**src/rtl/dabd_pkg.sv**
```systemverilog
`timescale 1ns / 1ps
`default_nettype none

package dabd_pkg;

   localparam int unsigned DEF_MAX_CLASSES = 128;
   localparam int unsigned CLASS_W         = 7;
   localparam int unsigned VALUE_W         = 32;
   localparam int unsigned COORD_W         = 31;
   localparam int unsigned CONF_W          = 17;
   localparam int unsigned NCLS_W          = 8;
   localparam int unsigned FRAME_W         = 15;
   localparam int unsigned CNT_W           = 8;

   // configuration port
   localparam int unsigned CSR_IDX_W  = 2;
   localparam int unsigned CSR_DATA_W = 15;
   localparam logic [CSR_IDX_W-1:0] CSR_NUM_CLASSES  = 2'd0;
   localparam logic [CSR_IDX_W-1:0] CSR_FRAME_WIDTH  = 2'd1;
   localparam logic [CSR_IDX_W-1:0] CSR_FRAME_HEIGHT = 2'd2;

   localparam logic [NCLS_W-1:0]  RST_NUM_CLASSES = 8'd80;
   localparam logic [FRAME_W-1:0] RST_FRAME_SIZE  = 15'd640;

   // opcodes
   localparam logic OP_THRESHOLD = 1'b0;
   localparam logic OP_TENSOR    = 1'b1;

   // attribute positions in a row
   localparam logic [CNT_W-1:0] ATTR_CX    = 8'd0;
   localparam logic [CNT_W-1:0] ATTR_CY    = 8'd1;
   localparam logic [CNT_W-1:0] ATTR_W     = 8'd2;
   localparam logic [CNT_W-1:0] ATTR_H     = 8'd3;
   localparam logic [CNT_W-1:0] ATTR_SCORE = 8'd4;

   localparam logic signed [VALUE_W-1:0] SCORE_ONE = 32'sd65536;

   typedef struct packed {
      logic                      opcode;
      logic [CLASS_W-1:0]        class_index;
      logic signed [VALUE_W-1:0] value;
      logic                      first_of_tensor;
   } req_type;

   typedef struct packed {
      logic [COORD_W-1:0] box_left;
      logic [COORD_W-1:0] box_top;
      logic [COORD_W-1:0] box_span_x;
      logic [COORD_W-1:0] box_span_y;
      logic [CLASS_W-1:0] best_class_id;
      logic [CONF_W-1:0]  confidence;
   } rsp_type;

   // finished row handed to the box pipeline
   typedef struct packed {
      logic signed [VALUE_W-1:0] cx;
      logic signed [VALUE_W-1:0] cy;
      logic signed [VALUE_W-1:0] w;
      logic signed [VALUE_W-1:0] h;
      logic signed [VALUE_W-1:0] best;
      logic [CLASS_W-1:0]        cls;
      logic                      thr_en;
   } row_type;

   // edge from 2*center -/+ size, clamped to [0, 2*lim<<16], halved
   function automatic logic [COORD_W-1:0] clamp_edge(
      input logic signed [VALUE_W-1:0] c,
      input logic signed [VALUE_W-1:0] s,
      input logic                      plus,
      input logic [FRAME_W-1:0]        lim
   );
      logic signed [VALUE_W+1:0] d;
      logic signed [VALUE_W+1:0] hi;
      logic        [VALUE_W-1:0] cl;
      d  = plus ? ((VALUE_W+2)'(c) <<< 1) + (VALUE_W+2)'(s)
                : ((VALUE_W+2)'(c) <<< 1) - (VALUE_W+2)'(s);
      hi = $signed({2'b00, lim, 17'b0});
      if (d < 0) begin
         cl = '0;
      end else if (d > hi) begin
         cl = hi[VALUE_W-1:0];
      end else begin
         cl = d[VALUE_W-1:0];
      end
      return cl[VALUE_W-1:1];
   endfunction

endpackage

`default_nettype wire

```
**src/rtl/dabd_box.sv**
```systemverilog
`timescale 1ns / 1ps
`default_nettype none

module dabd_box (
   input  wire logic                          clock,
   input  wire logic                          reset,
   input  wire logic                          adv,
   input  wire logic                          snap_vld,
   input  wire dabd_pkg::row_type             snap,
   input  wire logic [dabd_pkg::VALUE_W-1:0]  thr_value,
   input  wire logic [dabd_pkg::FRAME_W-1:0]  frame_width,
   input  wire logic [dabd_pkg::FRAME_W-1:0]  frame_height,
   input  wire logic                          rsp_ready,
   output logic                               skid_vld_ff,
   output logic                               rsp_valid_ff,
   output dabd_pkg::rsp_type                  rsp_ff
);

   import dabd_pkg::*;

   logic               keep_b;
   logic               e_vld_ff;
   logic [COORD_W-1:0] x1_ff, x2_ff, y1_ff, y2_ff;
   logic [CLASS_W-1:0] cls_ff;
   logic [CONF_W-1:0]  conf_ff;
   logic [COORD_W-1:0] span_x, span_y;
   logic               keep_c;
   rsp_type            box_in;
   rsp_type            skid_ff;

   // score range, class threshold and positive size
   always_comb begin
      keep_b = snap_vld
               && !snap.best[VALUE_W-1] && (snap.best <= SCORE_ONE)
               && !(snap.thr_en && (snap.best < $signed(thr_value)))
               && (snap.w > 0) && (snap.h > 0);
   end

   always_comb begin
      span_x = x2_ff - x1_ff;
      span_y = y2_ff - y1_ff;
      keep_c = e_vld_ff && (span_x[COORD_W-1:16] != '0) && (span_y[COORD_W-1:16] != '0);
      box_in.box_left      = x1_ff;
      box_in.box_top       = y1_ff;
      box_in.box_span_x    = span_x;
      box_in.box_span_y    = span_y;
      box_in.best_class_id = cls_ff;
      box_in.confidence    = conf_ff;
   end

   // a box finished while the output word waits parks in the skid slot
   always_ff @(posedge clock) begin
      if (reset) begin
         e_vld_ff     <= 1'b0;
         rsp_valid_ff <= 1'b0;
         skid_vld_ff  <= 1'b0;
      end else if (adv) begin
         e_vld_ff <= keep_b;
         if (!rsp_valid_ff || rsp_ready) begin
            rsp_valid_ff <= keep_c;
         end else if (keep_c) begin
            skid_vld_ff <= 1'b1;
         end
      end else if (rsp_ready) begin
         skid_vld_ff <= 1'b0;
      end
   end

   always_ff @(posedge clock) begin
      if (adv) begin
         x1_ff   <= clamp_edge(snap.cx, snap.w, 1'b0, frame_width);
         x2_ff   <= clamp_edge(snap.cx, snap.w, 1'b1, frame_width);
         y1_ff   <= clamp_edge(snap.cy, snap.h, 1'b0, frame_height);
         y2_ff   <= clamp_edge(snap.cy, snap.h, 1'b1, frame_height);
         cls_ff  <= snap.cls;
         conf_ff <= snap.best[CONF_W-1:0];
         if (!rsp_valid_ff || rsp_ready) begin
            rsp_ff <= box_in;
         end else begin
            skid_ff <= box_in;
         end
      end else if (rsp_ready) begin
         rsp_ff <= skid_ff;
      end
   end

endmodule

`default_nettype wire

```
**config.mk**
```make
export PLATFORM = sky130hd
export DESIGN_NAME = dabd_box
export DESIGN_NICKNAME = d
export VERILOG_FILES = /design/src/rtl/dabd_pkg.sv /design/src/rtl/dabd_box.sv
export SDC_FILE = /design/constraint.sdc
export NUM_CORES = 1
export LEC_CHECK = 0
export BUFFER_PORTS_ARGS = -buffer_cell sky130_fd_sc_hd__buf_2
export CAP_MARGIN = 10
export CORE_MARGIN = 5
export CORE_UTILIZATION = 45
export CTS_BUF_LIST = sky130_fd_sc_hd__clkbuf_16
export DETAILED_ROUTE_END_ITERATION = 10
export GPL_TIMING_DRIVEN = 1
export HOLD_SLACK_MARGIN = 0.1
export SLEW_MARGIN = 5
export SYNTH_ARGS = -nofsm -noshare
export SYNTH_HDL_FRONTEND = slang
export SYNTH_SLANG_ARGS = --single-unit
```
**constraint.sdc**
```tcl
create_clock -name clock -period 21.9 [get_ports clock]
set_input_delay 1.095 -clock clock [delete_from_list [all_inputs] [get_ports clock]]
set_output_delay 1.095 -clock clock [all_outputs]
set_load 0.05 [all_outputs]
```
==> metrics.md <==
| Metric | Value |
|---|---|
| Crit path buf inv count | 2 |
| Post-Syn Instances | 2,795 |
| Core box area | 0.0657 sq mm |
| DR iter-0 viols | 1,849 |
| Min Hold Slack | 450 ps |
| Clock Skew | 11.9 ps |
| Mapped cell area | 0.0298 sq mm |
| TritonCTS clock tree | built |
| Status | finished clean |
| Slew Viols, Final | 0 |
| Clk sinks | 447 |
| Die area | 0.0716 sq mm |
| DR vias | 23,253 |
| Root buffer cell | clkbuf_16 |
| Pin count of the biggest net entering global routing | 157 |
| Pre-antenna DRT Iters | 5 |
| Final wirelength | 92,900 microns |
| Hold crit path type | reg2reg |
| Max FO, Critical Path | 18 |
| Longest Clk Path Bufs | 3 |
| Flop-to-flop setup slack | 17,680 ps |
| Initial core utilization | 45.4% |
| Routed Antenna Nets | 0 |
| FF-to-FF path depth | 13 |
| Leak pwr | 14.2 nW |
| FP Rows | 94 |
| DP HPWL | 74,900 microns |
| Hold path depth | 0 |
| Die X | 268 microns |
| Async SR Flop Fraction | 0% |
| CTS clock-pin slew for the worst setup and hold paths | 60 ps |
| CP startpoint kind | primary input |
| DR WL/cell | 23.0 microns |
| Input/output buffers | 384 |
| Max Cap Viol | 0 |
| Top delay family on crit path | compound AO/OA/AOI/OAI gates |
| Num CTS Buffers | 45 |
| Initial antenna violation count | 1 |
| CP max stage delay | 690 ps |
| Global-route wire length before repair | 138,000 microns |
| Worst hold path endpoint | skid_ff[3]$_DFFE_PP_ |
| Crit path depth | 24 |
| Post-route DRC | 0 |
| Most frequent CP cell | a21oi_1 |
| Worst EP arrival | 7590 ps |
| Fmax | 138 MHz |
| Worst Path Required | 22,230 ps |
| Max-slew headroom | 15.8% |
| Hold_buf cts | 0 |
| Setup TNS | 0 ps |
| Worst Setup End Kind | register |
| Seq/Total Area, Yosys | 44.9% |
| Post-CTS Setup Bufs | 0 |
| Top FF cell, synth | edfxtp_1 |
| RSZ-0062 raised after global routing | false |
| Layout cells sized above 1 | 20.1% |
| Top cells by area, synth | edfxtp_1 (45%), ha_1 (12%), mux2_2 (5.6%) |
| Share of the synthesized area in the top cell type | 44.7% |
| Routability congestion estimate | 0.955 |
| Syn_nets | 3,317 |
| Post-CTS sizing | 0 |
| Max VDD drop | 0.0000527 V |
| Slowest-stage cell, CP | o32a_1 |
| Count leader, synth | edfxtp_1 |
| Crit share post-route | 33.2% |
| Io pins | 385 |
| Ys Warns | 0 |
| Mean Syn Cell Area | 10.7 sq um |
| Critical Setup Path Class | in2reg |
| N_diodes | 0 |
| Number of global-route vias before repair | 22,763 |
| Tot Pwr | 3.04 mW |
| GR Overflow Total | 0 |
| Synth cell count leaders | edfxtp_1 (444), inv_1 (282), ha_1 (281), a21oi_1 (186), nor2_1 (175) |
| Area Overhead vs Synth | 13.6% |
| Skew-Pair Late Insertion Delay | 550 ps |
| Hold Violations, Final | 0 |
| Sequence of cells on the critical path | buf_2, inv_1, fa_1, a21oi_1, o31ai_1, a2111oi_2, o21ai_0, a21oi_1, o21bai_1, a21o_1, a21oi_1, xnor2_1, ha_1, and3_1, nand3_1, nor3_1, nand4_1, or4_1, nor4_1, nand4_1, a21boi_1, o32a_1, nand2_1, nor3_1 |
| Area leader, netlist | edfxtp_1 |
| Reg2reg end | skid_vld_ff$_SDFFE_PP0P_ |
| Yosys reg bits | 447 |
| Post-synth EDFFs | 444 |
| Tmin final | 7260 ps |
| CTS H-tree lvls | 2 |
| GRT Total Usage | 24.7% |
| Power per cell area | 89.7 mW/mm^2 |
| Final setup viols | 0 |
| # nets final | 3,658 |
| Critical hold path startpoint | conf_ff[3]$_DFFE_PP_ |
| Worst-margin pin slew | 1260 ps |
| RR Startpoint | x1_ff[1]$_SDFFCE_PP0P_ |
| Netlist cell types | 103 |
| Die H | 268 microns |
| Via-to-Cell Ratio | 5.77 |
[metrics by stage]
stage               util [%]  setup WS, ps  std cells  cell area, sq um
finish                  51.6         14640       4033             33900
global route            51.6         14330       4033             33900
CTS                     51.6         14800       4033             33900
detailed placement      49.5         14230       3953             32600
global placement        49.5         14240       3953             32600
floorplan                  -          9910       2795             29800
[kinds of logic after synthesis]
| family | synth area share [%] |
|---|---|
| AND/OR/NAND/NOR | 11.8 |
| AO/OA/AOI/OAI | 15.3 |
| flip-flops | 44.9 |
| buffers and inverters | 5.00 |
| adder cells (fa/ha/maj) | 12.2 |
| multiplexers | 6.57 |
| XOR/XNOR | 4.31 |
[flip-flops by register name (all words and copies together) (netlist names)]
register      flops
x2_ff            31
skid_ff         148
cls_ff            7
e_vld_ff          1
skid_vld_ff       1
conf_ff          17
y2_ff            31
rsp_valid_ff      1
rsp_ff          148
x1_ff            31
y1_ff            31
[how the worst max path moves through the flow]
stage / to / slack, ps / startpoint
final: x1_ff[2]$_SDFFCE_PP0P_ / 14640 / snap[72]
after global routing: x1_ff[2]$_SDFFCE_PP0P_ / 14330 / snap[78]
after CTS: x1_ff[2]$_SDFFCE_PP0P_ / 14800 / snap[72]
after detailed placement: x1_ff[2]$_SDFFCE_PP0P_ / 14230 / snap[72]
after global placement: x1_ff[2]$_SDFFCE_PP0P_ / 14240 / snap[78]
after floorplan: skid_ff[0]$_DFFE_PP_ / 9910 / adv
[layer usage]
metal	vias up	global-route usage, %	part of all wire [%]
li1	11039	-	-
met1	11332	37.4	48
met2	777	38.7	45
met3	105	2.78	5.7
met4	0	5.14	2.1
met5	-	0	0
[placed cells by master, fill, tap and decap left out, drive strengths merged, types with 11 or more instances in the layout]
cell type / count
nor3: 74
o31ai: 19
clkinv: 21
a21o: 64
a221oi: 14
a22o: 19
o21ai: 113
o21bai: 40
nor4: 53
and2: 26
o211ai: 19
mux2i: 26
a211oi: 27
xor2: 36
mux2: 151
xnor2: 111
edfxtp: 444
nand3: 55
nand2b: 41
clkbuf: 47
and3: 29
a311oi: 11
or3: 15
nand2: 100
a21oi: 187
a31oi: 18
nand4: 40
buf: 395
nor2: 175
inv: 296
nor2b: 36
ha: 281
o21a: 23
[where the power goes]
part           leakage, nW  total, mW  switching, mW  internal, mW
Sequential            4.29       1.15         0.0530          1.09
Clock                0.689      0.716          0.317         0.399
Combinational         9.22       1.18          0.787         0.395
Total                 14.2       3.04           1.16          1.89
[cell type report]
cell class	instances	area, sq um
multi-input cells	1960	15000
inverters	287	1080
fillers	5965	31800
flip-flops and latches	447	13400
well taps	864	1080
repair buffers	395	2030
clock buffers	47	1180
clock inverters	33	181
No activity file was read; power rests on OpenSTA's default activity.
